### src/rtl/core/wsru_pkg.sv
// Shared types and constants for the wavetable register unit.
`default_nettype none
package wsru_pkg;
	localparam int CHANNELS = 8;
	localparam int WAVE_BYTES = 128;
	localparam int CH_W = (CHANNELS > 1) ? $clog2(CHANNELS) : 1;
	localparam int WA_W = $clog2(WAVE_BYTES);

	typedef enum logic [1:0] {
		CMD_WRITE  = 2'd0,
		CMD_READ   = 2'd1,
		CMD_TICK   = 2'd2,
		CMD_SAMPLE = 2'd3
	} cmd_t;

	localparam logic [2:0] SUB_FREQ_LO = 3'd0;
	localparam logic [2:0] SUB_FREQ_HI = 3'd1;
	localparam logic [2:0] SUB_VOLUME  = 3'd2;
	localparam logic [2:0] SUB_OFFSET  = 3'd3;

	// Per-channel control word kept in the channel memory.
	typedef struct packed {
		logic [11:0] freq;
		logic [3:0]  len;
		logic [3:0]  vol;
		logic [6:0]  offs;
		logic        en;
		logic [31:0] phase;
	} chan_t;

	// Divider handshake between top level and divider.
	typedef struct packed {
		logic        start;
		logic [19:0] num;
		logic [4:0]  den;
	} div_req_t;

	typedef struct packed {
		logic        done;
		logic [19:0] quo;
		logic [3:0]  rem;
	} div_rsp_t;
endpackage
`default_nettype wire

### src/rtl/core/wavetable_synth_register_unit.sv
// Wavetable register unit: one command per transfer, one result per command. A write or a
// channel read passes through ST_BUS_RD, ST_BUS_DO and ST_FINISH before the registered result
// strobe; a wave read adds ST_WAVE_RD. A tick first counts the enabled channels, then visits
// every channel, enabled or not (read, a 20-step serial divide of the scaled frequency by the
// active count, phase update of an enabled channel). A sample request visits every channel,
// where a 20-step serial remainder wraps the phase over the wave length.
// busy is high from the accepting edge until the result strobe; the receiver cannot stall.
// Reset clears the wave and channel memories with a sweep over all wave addresses, during
// which busy stays high.
`default_nettype none
module wavetable_synth_register_unit (
	input  wire logic        clk,
	input  wire logic        arst_n,
	input  wire logic        start,
	output logic             busy,
	input  wire logic [1:0]  cmd,
	input  wire logic [15:0] bus_address,
	input  wire logic [7:0]  write_data,
	input  wire logic [9:0]  tick_cycles,
	output logic             done,
	output logic [7:0]       read_data,
	output logic [6:0]       mix_sum
);
	import wsru_pkg::*;

	typedef enum logic [3:0] {
		ST_CLEAR, ST_IDLE, ST_BUS_RD, ST_BUS_DO, ST_WAVE_RD, ST_FINISH,
		ST_CNT_RD, ST_CNT_ACC, ST_T_RD, ST_T_DIV, ST_T_WAIT, ST_T_MUL,
		ST_S_RD, ST_S_DIV, ST_S_WAIT, ST_S_WAVE
	} state_t;

	state_t state_q;

	// Memories: wave bytes and channel words, with registered reads.
	logic [7:0] wave_mem [WAVE_BYTES];
	chan_t      chan_mem [CHANNELS];

	logic            wave_we;
	logic [WA_W-1:0] wave_wa;
	logic [7:0]      wave_wd;
	logic [WA_W-1:0] wave_ra;
	logic [7:0]      wave_rd;
	logic            chan_we;
	logic [CH_W-1:0] chan_wa;
	chan_t           chan_wd;
	logic [CH_W-1:0] chan_ra;
	chan_t           chan_rd;

	always_ff @(posedge clk) begin
		if (wave_we) wave_mem[wave_wa] <= wave_wd;
		wave_rd <= wave_mem[wave_ra];
		if (chan_we) chan_mem[chan_wa] <= chan_wd;
		chan_rd <= chan_mem[chan_ra];
	end

	// Captured item.
	cmd_t        cmd_q;
	logic [15:0] addr_q;
	logic [7:0]  data_q;
	logic [9:0]  n_q;
	logic [7:0]  ptr_q;
	logic [WA_W:0] clr_q;
	logic [CH_W:0] ch_q;
	logic [3:0]  active_q;
	logic [6:0]  mix_q;
	chan_t       cur_q;
	logic [6:0]  p_q;
	logic [19:0] step_q;
	logic [7:0]  rd_q;
	logic        done_q;
	logic [6:0]  mixo_q;

	div_req_t dreq;
	div_rsp_t drsp;
	wsru_div u_div (.clk(clk), .arst_n(arst_n), .req(dreq), .rsp(drsp));

	// Address decode on the captured address.
	logic        is_wave, is_chan, is_ptr, ch_ok;
	logic [CH_W-1:0] a_ch;
	logic [2:0]  a_sub;
	logic [7:0]  a_chfull;
	assign is_wave  = (addr_q >= 16'h4800) && (addr_q < 16'h5000);
	assign is_chan  = (addr_q >= 16'h5000) && (addr_q < 16'h5800);
	assign is_ptr   = (addr_q & 16'hF801) == 16'hF800;
	assign a_chfull = addr_q[10:3];
	assign ch_ok    = a_chfull < 8'(CHANNELS);
	assign a_ch     = a_chfull[CH_W-1:0];
	assign a_sub    = addr_q[2:0];

	// Sample path helpers.
	logic [3:0]  nib;
	logic [7:0]  prod;
	logic [15:0] recip;
	logic [3:0]  chout;

	// Divide by 15 as a multiply by 137/2048, exact for products up to 225.
	always_comb begin
		nib   = p_q[0] ? wave_rd[7:4] : wave_rd[3:0];
		prod  = {4'b0, nib} * {4'b0, cur_q.vol};
		recip = {8'b0, prod} * 16'd137;
		chout = recip[14:11];
	end

	// Tick phase step: N times the divided frequency, at most 30 bits.
	logic [29:0] step_prod;
	logic [31:0] phase_new;
	assign step_prod = {10'd0, step_q} * {20'd0, n_q};
	assign phase_new = cur_q.phase + {2'b0, step_prod};

	// Bus read mux.
	logic [7:0] bus_rd;
	always_comb begin
		bus_rd = '0;
		if (is_chan && ch_ok) begin
			case (a_sub)
				SUB_FREQ_LO: bus_rd = chan_rd.freq[7:0];
				SUB_FREQ_HI: bus_rd = {chan_rd.len, chan_rd.freq[11:8]};
				SUB_VOLUME:  bus_rd = {4'b0, chan_rd.vol};
				SUB_OFFSET:  bus_rd = {chan_rd.en, chan_rd.offs & 7'h60};
				default:     bus_rd = '0;
			endcase
		end
	end

	// Memory port control.
	always_comb begin
		wave_we = 1'b0;
		wave_wa = ptr_q[WA_W-1:0];
		wave_wd = data_q;
		wave_ra = ptr_q[WA_W-1:0];
		chan_we = 1'b0;
		chan_wa = ch_q[CH_W-1:0];
		chan_wd = cur_q;
		chan_ra = ch_q[CH_W-1:0];
		dreq.start = 1'b0;
		dreq.num = {chan_rd.freq, 8'h00};
		dreq.den = {1'b0, active_q};
		case (state_q)
			ST_CLEAR: begin
				wave_we = 1'b1;
				wave_wa = clr_q[WA_W-1:0];
				wave_wd = '0;
				chan_we = clr_q < (WA_W+1)'(CHANNELS);
				chan_wa = clr_q[CH_W-1:0];
				chan_wd = '0;
			end
			ST_IDLE: chan_ra = a_ch;
			ST_BUS_RD: chan_ra = a_ch;
			ST_BUS_DO: begin
				chan_wa = a_ch;
				if (cmd_q == CMD_WRITE && is_wave) wave_we = 1'b1;
				if (cmd_q == CMD_WRITE && is_chan && ch_ok) begin
					chan_we = 1'b1;
					chan_wd = chan_rd;
					case (a_sub)
						SUB_FREQ_LO: chan_wd.freq[7:0] = data_q;
						SUB_FREQ_HI: begin
							chan_wd.freq[11:8] = data_q[3:0];
							chan_wd.len = data_q[7:4];
						end
						SUB_VOLUME: chan_wd.vol = data_q[3:0];
						SUB_OFFSET: begin
							chan_wd.offs = data_q[6:0] & 7'h60;
							chan_wd.en = data_q[7];
						end
						default: chan_we = 1'b0;
					endcase
				end
			end
			ST_T_DIV: dreq.start = 1'b1;
			ST_T_MUL: begin
				chan_we = cur_q.en;
				chan_wd.phase = phase_new;
			end
			// Nibble index wraps over (length + 1) * 8: divide phase >> 19 by length + 1.
			ST_S_DIV: begin
				dreq.start = 1'b1;
				dreq.num = {7'd0, chan_rd.phase[31:19]};
				dreq.den = {1'b0, chan_rd.len} + 5'd1;
			end
			ST_S_WAVE: wave_ra = cur_q.offs + {1'b0, p_q[6:1]};
			default: ;
		endcase
	end

	always_ff @(posedge clk or negedge arst_n) begin
		if (!arst_n) begin
			state_q <= ST_CLEAR;
			clr_q   <= '0;
			ptr_q   <= '0;
			done_q  <= 1'b0;
			rd_q    <= '0;
			mixo_q  <= '0;
			ch_q    <= '0;
		end else begin
			done_q <= 1'b0;
			case (state_q)
				ST_CLEAR: begin
					clr_q <= clr_q + 1'b1;
					if (clr_q == (WA_W+1)'(WAVE_BYTES - 1)) state_q <= ST_IDLE;
				end
				ST_IDLE: if (start) begin
					cmd_q  <= cmd_t'(cmd);
					addr_q <= bus_address;
					data_q <= write_data;
					n_q    <= tick_cycles;
					ch_q   <= '0;
					active_q <= '0;
					mix_q  <= '0;
					case (cmd_t'(cmd))
						CMD_WRITE, CMD_READ: state_q <= ST_BUS_RD;
						CMD_TICK: state_q <= ST_CNT_RD;
						default: state_q <= ST_S_RD;
					endcase
				end
				ST_BUS_RD: state_q <= ST_BUS_DO;
				ST_BUS_DO: begin
					rd_q <= '0;
					if (cmd_q == CMD_WRITE) begin
						if (is_wave && ptr_q[7])
							ptr_q <= {1'b1, ptr_q[6:0] + 7'd1};
						else if (is_ptr)
							ptr_q <= data_q;
						state_q <= ST_FINISH;
					end else if (is_wave) begin
						state_q <= ST_WAVE_RD;
					end else begin
						rd_q <= bus_rd;
						state_q <= ST_FINISH;
					end
				end
				// Wave byte is back: finish a read, or accumulate one sample channel.
				ST_WAVE_RD: begin
					if (cmd_q == CMD_SAMPLE) begin
						if (cur_q.en) mix_q <= mix_q + {3'b0, chout};
						if (ch_q == (CH_W+1)'(CHANNELS - 1)) begin
							state_q <= ST_FINISH;
						end else begin
							ch_q <= ch_q + 1'b1;
							state_q <= ST_S_RD;
						end
					end else begin
						rd_q <= wave_rd;
						state_q <= ST_FINISH;
					end
				end
				ST_FINISH: begin
					done_q <= 1'b1;
					mixo_q <= (cmd_q == CMD_SAMPLE) ? mix_q : 7'd0;
					if (cmd_q != CMD_READ) rd_q <= '0;
					state_q <= ST_IDLE;
				end
				// Tick: count enabled channels first.
				ST_CNT_RD: state_q <= ST_CNT_ACC;
				ST_CNT_ACC: begin
					active_q <= active_q + 4'(chan_rd.en);
					if (ch_q == (CH_W+1)'(CHANNELS - 1)) begin
						ch_q <= '0;
						state_q <= ST_T_RD;
					end else begin
						ch_q <= ch_q + 1'b1;
						state_q <= ST_CNT_RD;
					end
				end
				ST_T_RD: begin
					if (active_q == 4'd0) active_q <= 4'd1;
					state_q <= ST_T_DIV;
				end
				ST_T_DIV: begin
					cur_q <= chan_rd;
					state_q <= ST_T_WAIT;
				end
				ST_T_WAIT: if (drsp.done) begin
					step_q <= drsp.quo;
					state_q <= ST_T_MUL;
				end
				ST_T_MUL: begin
					if (ch_q == (CH_W+1)'(CHANNELS - 1)) begin
						state_q <= ST_FINISH;
					end else begin
						ch_q <= ch_q + 1'b1;
						state_q <= ST_T_RD;
					end
				end
				// Sample: read channel word, wrap the phase, then read the wave byte.
				ST_S_RD: state_q <= ST_S_DIV;
				ST_S_DIV: begin
					cur_q <= chan_rd;
					state_q <= ST_S_WAIT;
				end
				ST_S_WAIT: if (drsp.done) begin
					p_q <= {drsp.rem, cur_q.phase[18:16]};
					state_q <= ST_S_WAVE;
				end
				ST_S_WAVE: state_q <= ST_WAVE_RD;
				default: state_q <= ST_IDLE;
			endcase
		end
	end

	assign busy      = state_q != ST_IDLE;
	assign done      = done_q;
	assign read_data = rd_q;
	assign mix_sum   = mixo_q;

	a_done_idle: assert property (@(posedge clk) disable iff (!arst_n) done |-> !busy);
	a_done_pulse: assert property (@(posedge clk) disable iff (!arst_n) done |=> !done);
	a_mix_range: assert property (@(posedge clk) disable iff (!arst_n)
		done |-> mix_sum <= 7'd120);
	a_one_field: assert property (@(posedge clk) disable iff (!arst_n)
		done |-> (read_data == 8'd0 || mix_sum == 7'd0));
endmodule
`default_nettype wire

### src/rtl/core/wsru_div.sv
// Restoring radix-2 divider, one quotient bit per cycle.
`default_nettype none
module wsru_div (
	input  wire logic              clk,
	input  wire logic              arst_n,
	input  wsru_pkg::div_req_t     req,
	output wsru_pkg::div_rsp_t     rsp
);
	import wsru_pkg::*;

	logic [19:0] num_q;
	logic [19:0] quo_q;
	logic [3:0]  rem_q;
	logic [4:0]  den_q;
	logic [4:0]  cnt_q;
	logic        busy_q;
	logic        done_q;
	logic [4:0]  trial;
	logic [4:0]  diff;

	// Divisor is at most 16, so the remainder always fits in four bits.
	assign trial = {rem_q, num_q[19]};
	assign diff  = trial - den_q;

	always_ff @(posedge clk or negedge arst_n) begin
		if (!arst_n) begin
			busy_q <= 1'b0;
			done_q <= 1'b0;
			cnt_q  <= '0;
		end else begin
			done_q <= 1'b0;
			if (req.start) begin
				busy_q <= 1'b1;
				cnt_q  <= 5'd20;
				num_q  <= req.num;
				den_q  <= req.den;
				rem_q  <= '0;
				quo_q  <= '0;
			end else if (busy_q) begin
				num_q <= {num_q[18:0], 1'b0};
				if (trial >= den_q) begin
					rem_q <= diff[3:0];
					quo_q <= {quo_q[18:0], 1'b1};
				end else begin
					rem_q <= trial[3:0];
					quo_q <= {quo_q[18:0], 1'b0};
				end
				cnt_q <= cnt_q - 5'd1;
				if (cnt_q == 5'd1) begin
					busy_q <= 1'b0;
					done_q <= 1'b1;
				end
			end
		end
	end

	assign rsp.done = done_q;
	assign rsp.quo  = quo_q;
	assign rsp.rem  = rem_q;
endmodule
`default_nettype wire

### config.mk
export PLATFORM = sky130hd
export DESIGN_NAME = wavetable_synth_register_unit
export DESIGN_NICKNAME = d
export VERILOG_FILES = /design/src/rtl/core/wsru_pkg.sv /design/src/rtl/core/wavetable_synth_register_unit.sv /design/src/rtl/core/wsru_div.sv
export SDC_FILE = /design/constraint.sdc
export NUM_CORES = 2
export LEC_CHECK = 0
export BUFFER_PORTS_ARGS = -buffer_cell sky130_fd_sc_hd__buf_2
export CORE_UTILIZATION = 57
export DETAILED_ROUTE_END_ITERATION = 16
export GPL_TIMING_DRIVEN = 0
export PLACE_DENSITY = 0.73
export SLEW_MARGIN = 20
export SYNTH_ARGS = -nofsm -noshare
export SYNTH_HDL_FRONTEND = slang
export SYNTH_SLANG_ARGS = --single-unit
### constraint.sdc
create_clock -name clk -period 12.05 [get_ports clk]
set_input_delay 1.205 -clock clk [delete_from_list [all_inputs] [get_ports clk]]
set_output_delay 1.205 -clock clk [all_outputs]
set_load 0.05 [all_outputs]
=== Word level (Yosys, flattened, before mapping) ===
Memories as Yosys holds them, arrays and structs flattened. A register that Yosys moved wholly into a read port is not among the register bits.
Index checks and enable logic that the tools add are counted.

* Reductions and logical operators: 34
* $mul: 3
* $add $sub $neg: 10
* Multiplexer cells: 73
* Magnitude comparators: 7
* Equal/unequal tests: 36

{| class="wikitable"
|+ Operators with widths
! cell !! number
|-
| case mux 32 bit (3 select lines) || 1
|-
| 2-to-1 mux 8 bit || 10
|-
| 2-to-1 mux 4 bit || 19
|-
| case mux 4 bit (16 select lines) || 1
|-
| 2-to-1 mux 20 bit || 3
|-
| 2-to-1 mux 60 bit || 1
|-
| case mux 28 bit (2 select lines) || 1
|-
| 2-to-1 mux 7 bit || 6
|-
| adder 32 x 30 -> 32 bit || 1
|-
| equality test 4 bit (second input constant) || 8
|-
| >= comparator 16 x 15 -> 1 bit (second input constant) || 2
|-
| < comparator 16 x 15 -> 1 bit (second input constant) || 2
|-
| case mux 8 bit (4 select lines) || 1
|-
| multiplier 20 x 10 -> 30 bit || 1
|-
| 2-to-1 mux 25 bit || 1
|-
| case mux 8 bit (3 select lines) || 1
|-
| equality test 4 x 3 -> 1 bit (second input constant) || 5
|-
| 2-to-1 mux 1 bit || 18
|-
| AND reduction 3 bit || 6
|-
| < comparator 8 x 4 -> 1 bit (second input constant) || 2
|-
| case mux 4 bit (4 select lines) || 1
|-
| multiplier 8 x 8 -> 15 bit (second input constant) || 1
|-
| != test 2 bit (second input constant) || 7
|-
| case mux 7 bit (2 select lines) || 1
|-
| 41 further kinds || 63
|}

* Logic and storage cells: 194
* Memory bits (writable): 1504
* Memories kept: 2
* Output and inout port bits: 17
* Register bits: 230

{| class="wikitable"
|+ Memories
! memory !! depth !! width !! read ports !! clocked after Yosys merged registers in !! write ports !! RTL line !! RTL
|-
| wave_mem || 128 || 8 || 1 || 1 || 1 || wavetable_synth_register_unit.sv:35 || <nowiki>logic [7:0] wave_mem [WAVE_BYTES];</nowiki>
|-
| chan_mem || 8 || 60 || 1 || 1 || 1 || wavetable_synth_register_unit.sv:36 || <nowiki>chan_t chan_mem [CHANNELS];</nowiki>
|}

=== Logic depth before layout (Yosys ltp) ===
* Depth in word-level cells: 8
* Gate-level depth with buffers: 27
* Gate-level depth less buffers: 27

=== Modules after synthesis ===
Synthesis repeated with hierarchy kept, for this count alone.

* Cells, all modules: 5555
* Area, all modules: 79628.9 sq um

{| class="wikitable"
|+ Modules (own cells, without submodules)
! module !! seq. area each (sq um) !! area an instance (sq um) !! times used !! cells each
|-
| wavetable_synth_register_unit || 51549.4 || 77000.1 || 1 || 5369
|-
| wsru_div || 1646.6 || 2628.8 || 1 || 186
|}

=== Least setup slack after synthesis ===
Ideal clock, no wire load.

* Kind: flip-flop to flip-flop
* Start: register p_q[0]
* End: register mix_q[5] (data pin)
* Setup slack: 6.158 ns
* Path buffers: 0
* Period minus slack after synthesis: 5.892 ns
* Data arrival time: 5.635 ns
* Cell stages (with the launch flop): 28
* Cells stage by stage: edfxtp_1 mux2_2 nand2_1 fa_1 inv_1 fa_1 ha_1 a21o_1 a21oi_1 o21bai_1 a21oi_1 xnor2_1 xor2_1 ha_1 ha_1 ha_1 nor3_1 o21ai_0 and3_1 o21a_1 o21a_1 nor2_1 xnor2_1 ha_1 nor2b_1 o21ai_0 xor2_1 nor2_1

* Longest elaborated chain between the ends: 7

{| class="wikitable"
|+ Ends and longest elaborated chain
! what !! RTL line !! RTL
|-
| from (decl) || wavetable_synth_register_unit.sv:67 || <nowiki>logic [6:0] p_q;</nowiki>
|-
| from (signal assigned) || wavetable_synth_register_unit.sv:292 || <nowiki>p_q <= {drsp.rem, cur_q.phase[18:16]};</nowiki>
|-
| 2-to-1 mux 4 bit || wavetable_synth_register_unit.sv:98 || <nowiki>nib = p_q[0] ? wave_rd[7:4] : wave_rd[3:0];</nowiki>
|-
| multiplier 4 x 4 -> 8 bit || wavetable_synth_register_unit.sv:99 || <nowiki>prod = {4'b0, nib} * {4'b0, cur_q.vol};</nowiki>
|-
| multiplier 8 x 8 -> 15 bit || wavetable_synth_register_unit.sv:100 || <nowiki>recip = {8'b0, prod} * 16'd137;</nowiki>
|-
| adder 7 x 4 -> 7 bit || wavetable_synth_register_unit.sv:235 || <nowiki>if (cur_q.en) mix_q <= mix_q + {3'b0, chout};</nowiki>
|-
| 2-to-1 mux 7 bit || wavetable_synth_register_unit.sv:235 ||
|-
| 2-to-1 mux 7 bit || wavetable_synth_register_unit.sv:234 || <nowiki>if (cmd_q == CMD_SAMPLE) begin</nowiki>
|-
| case mux 7 bit (2 select lines) || wavetable_synth_register_unit.sv:197 || <nowiki>case (state_q)</nowiki>
|-
| to (signal assigned) || wavetable_synth_register_unit.sv:235 ||
|-
| to (decl) || wavetable_synth_register_unit.sv:65 || <nowiki>logic [6:0] mix_q;</nowiki>
|}

No other way between the ends. The select of a mux whose other input is x is not followed.
A chain may end at the register's enable or synchronous reset.

==> summary.txt <==
Run status
  • Status: finished clean

Cells and area
  • Area grow syn2layout: 12.0%
  • Fin util: 64.5%
  • Nets: 6073
  • Fin cells: 7667
  • Layout cell share with drive strength beyond 1: 13.1%
  • # fillers: 9825

Worst setup path
  • CP Launch Type: flop
  • CP max FO: 10
  • Setup crit end kind: flop
  • Worst Path Class, Setup: reg -> reg
  • Critical path arrival: 7.86 ns
  • FF-to-FF path depth: 19
  • CP required: 12.51 ns

Hold path
  • Min-delay worst type: in -> async

Timing
  • RSZ-0062 raised after global routing: no
  • Slew Viols, Final: 0
  • Max-slew headroom: 13.6%
  • Tmin final: 7.40 ns
  • Top achievable clock speed: 0.135 GHz
  • Final setup TNS: 0 ns
  • Final setup viols: 0
  • Final period util: 61.4%
  • Worst Clk Skew: 0.0411 ns
  • Worst setup margin: 4.65 ns
  • Final-report hold violation count: 0
  • Slew @ Worst Pin: 1.30 ns

Floorplanning
  • Initial core utilization: 57.6%
  • I/O pin total: 56
  • Die Height: 375 um
  • Die area: 141000 um2
  • FP Rows: 136
  • CORE AREA: 138000 um2
  • Die X: 375 um

Logic synthesis
  • Post-Syn Area per Cell: 14.6 um2
  • EDFF count, synth: 1687
  • Mapped Nets: 5793
  • Synthesis Warnings: 0
  • Post-synthesis sequential area ratio: 67.0%
  • Synth Flop Type: edfxtp_1
  • Number of synthesized register bits: 1802
  • Yosys top cell area share: 63.8%
  • Post-synth ARST share: 2.61%
  • Largest area contributor in the synthesized netlist: edfxtp_1
  • Mapped Cells: 5444
  • Synth cell types: 73
  • Netlist Area Pre-Place: 79300 um2
  • Top cells by area, synth: edfxtp_1, mux4_2, fa_1

Route
  • Vias per Instance: 6.36
  • WL per Instance: 28.4 um
  • Detailed Routing Iterations Pass 1: 8
  • Final ANT Viol Nets: 0
  • DRC viols: 0
  • Drt total wl: 217 mm
  • Starting DRT DRC Count: 6286
  • Via count: 48700

Placement
  • Dpl ws: 4.76 ns
  • # port buffers: 55
  • RD Place Congestion: 0.985
  • Placed Instances: 7339
  • DP HPWL: 153 mm

Run
  • Max-Cap Viols: 0

Global route
  • First-pass GRT wire length: 317 mm
  • Initial antenna violation count: 7
  • Vias in the first global route: 48000
  • Grt ovf: 0
  • Total track usage: 31.1%
  • Largest net degree at the start of global routing: 69

Clock tree
  • H-tree depth: 4
  • Clock Latency Late Sink: 0.82 ns
  • Cts hold-fix bufs: 0
  • Post-CTS setup buffers: 0
  • Clk sinks: 1802
  • Clock Path Buffers: 3
  • CTS buffer count: 177
  • CTS tree: built
  • CTS Root Cell: clkbuf_16
  • Reg clk slew, reported paths: 0.06 ns
  • Post_cts resized: 0

Power
  • PwrDens: 139 nW/um2
  • Worst vdd ir: 0.140 mV
  • Leakage: 31.2 nW
  • Power, Total: 12.4 mW
-- critical path, stage by stage, from the launching register on --
cell and delay, ns:
edfxtp_1 0.38, clkbuf_1 0.49, nand2_1 0.16, fa_1 0.56, inv_1 0.06, fa_1 0.50, inv_1 0.05, fa_1 0.54
inv_1 0.05, fa_1 0.51, fa_1 0.45, ha_1 0.37, a21oi_1 0.17, o21ai_0 0.09, a41oi_1 0.35, a31oi_1 0.33
a211oi_1 0.66, o22ai_1 0.23, mux2_2 0.31, o21ai_0 0.77
-- path summary, 6_finish.rpt --
check                                    from                        end  slack (ns)
min in group clk           chan_rd[2]$_DFF_P_         cur_q[2]$_DFFE_PP_        0.43
setup / recovery             n_q[1]$_DFFE_PP_  chan_mem[7][29]$_DFFE_PP_        4.65
setup reg to reg             n_q[1]$_DFFE_PP_  chan_mem[7][29]$_DFFE_PP_        4.65
max in group asynchronous              arst_n   read_data[1]$_DFFE_PN0P_       10.97
hold reg to reg            chan_rd[2]$_DFF_P_         cur_q[2]$_DFFE_PP_        0.43
hold / removal                         arst_n       ptr_q[2]$_DFFE_PN0P_        0.43
-- report_power, final --
group | leakage, nW | internal (mW) | switching [mW] | total, mW
sequential | 16.4 | 6.79 | 0.0146 | 6.81
clock | 2.80 | 3.13 | 2.40 | 5.53
combinational | 12.1 | 0.0229 | 0.0134 | 0.0364
-- logic make-up (layout without fill, tap and decap cells) --
family / Yosys count / in the layout / share of synthesized area, %
flops: 1802 / 1802 / 67.0
xor+xnor: 52 / 52 / 0.574
other cells: 0 / 4 / 0
fa+ha+maj: 310 / 310 / 6.58
mux: 402 / 402 / 8.20
simple gates: 1726 / 1726 / 9.57
buf+inv: 540 / 965 / 2.86
compound gates: 612 / 612 / 5.17
-- cells in the mapped netlist, drive strengths merged, types with 68 or more instances --
| cell | number |
|---|---|
| nand2 | 944 |
| fa | 179 |
| a21oi | 99 |
| inv | 238 |
| mux4 | 188 |
| ha | 131 |
| mux2i | 148 |
| nor2 | 277 |
| dfxtp | 68 |
| o21ai | 173 |
| buf | 141 |
| clkbuf | 160 |
| edfxtp | 1687 |
| nand3 | 164 |
| and2 | 94 |
-- flip-flops by register name, summed over array words and instances (netlist names), 8 cells and up --
| signal | flops |
|---|---|
| data_q | 8 |
| step_q | 20 |
| wave_rd | 8 |
| chan_rd | 60 |
| addr_q | 16 |
| cur_q | 60 |
| chan_mem | 480 |
| u_div.quo_q | 20 |
| n_q | 10 |
| read_data | 8 |
| ptr_q | 8 |
| wave_mem | 1024 |
| u_div.num_q | 20 |
| clr_q | 8 |
-- final cells by class --
cell class / count / area [um2] / share of cell area (%)
Tap cell: 1794 / 2240 / 2.53
Buffer: 301 / 1380 / 1.56
Antenna cell: 4 / 10.0 / 0.0113
Inverter: 239 / 897 / 1.01
Clock buffer: 231 / 4750 / 5.34
Multi-Input combinational cell: 3102 / 24000 / 27.0
Clock inverter: 93 / 1010 / 1.14
Sequential cell: 1802 / 53200 / 59.8
Timing Repair Buffer: 101 / 1390 / 1.57
-- cell usage in the layout, fill, tap and decap left out, types with 47 or more instances in the layout --
| master | instances |
|---|---|
| mux4_2 | 188 |
| o21ai_0 | 169 |
| a32oi_1 | 58 |
| a21oi_1 | 98 |
| clkbuf_1 | 199 |
| nand2_1 | 944 |
| and3_1 | 66 |
| and2_1 | 87 |
| fa_1 | 179 |
| nand3_1 | 164 |
| mux2i_1 | 144 |
| buf_2 | 140 |
| a311oi_1 | 57 |
| nor2_1 | 261 |
| dfrtp_1 | 47 |
| clkbuf_16 | 180 |
| mux2_2 | 63 |
| inv_1 | 238 |
| dfxtp_1 | 68 |
| ha_1 | 131 |
| edfxtp_1 | 1687 |
-- metrics by stage --
| stage | hold slack (ns) | cell area [um2] |
|---|---|---|
| after global placement | 0.410 | 81900 |
| after CTS | 0.405 | 88900 |
| after detailed placement | 0.420 | 83100 |
| after global routing | 0.433 | 88900 |
| final | 0.429 | 88900 |
| after floorplan | 0.408 | 79300 |
-- routing by layer --
layer | track usage [%] | up-vias | part of all wire [%]
met5 | 0 | - | 0.024
met4 | 15.8 | 6 | 5.8
met3 | 6.59 | 593 | 10
met2 | 49.0 | 2838 | 47
met1 | 41.1 | 24500 | 37
li1 | - | 20800 | -
Note: power is estimated with default switching activity, not from simulation.
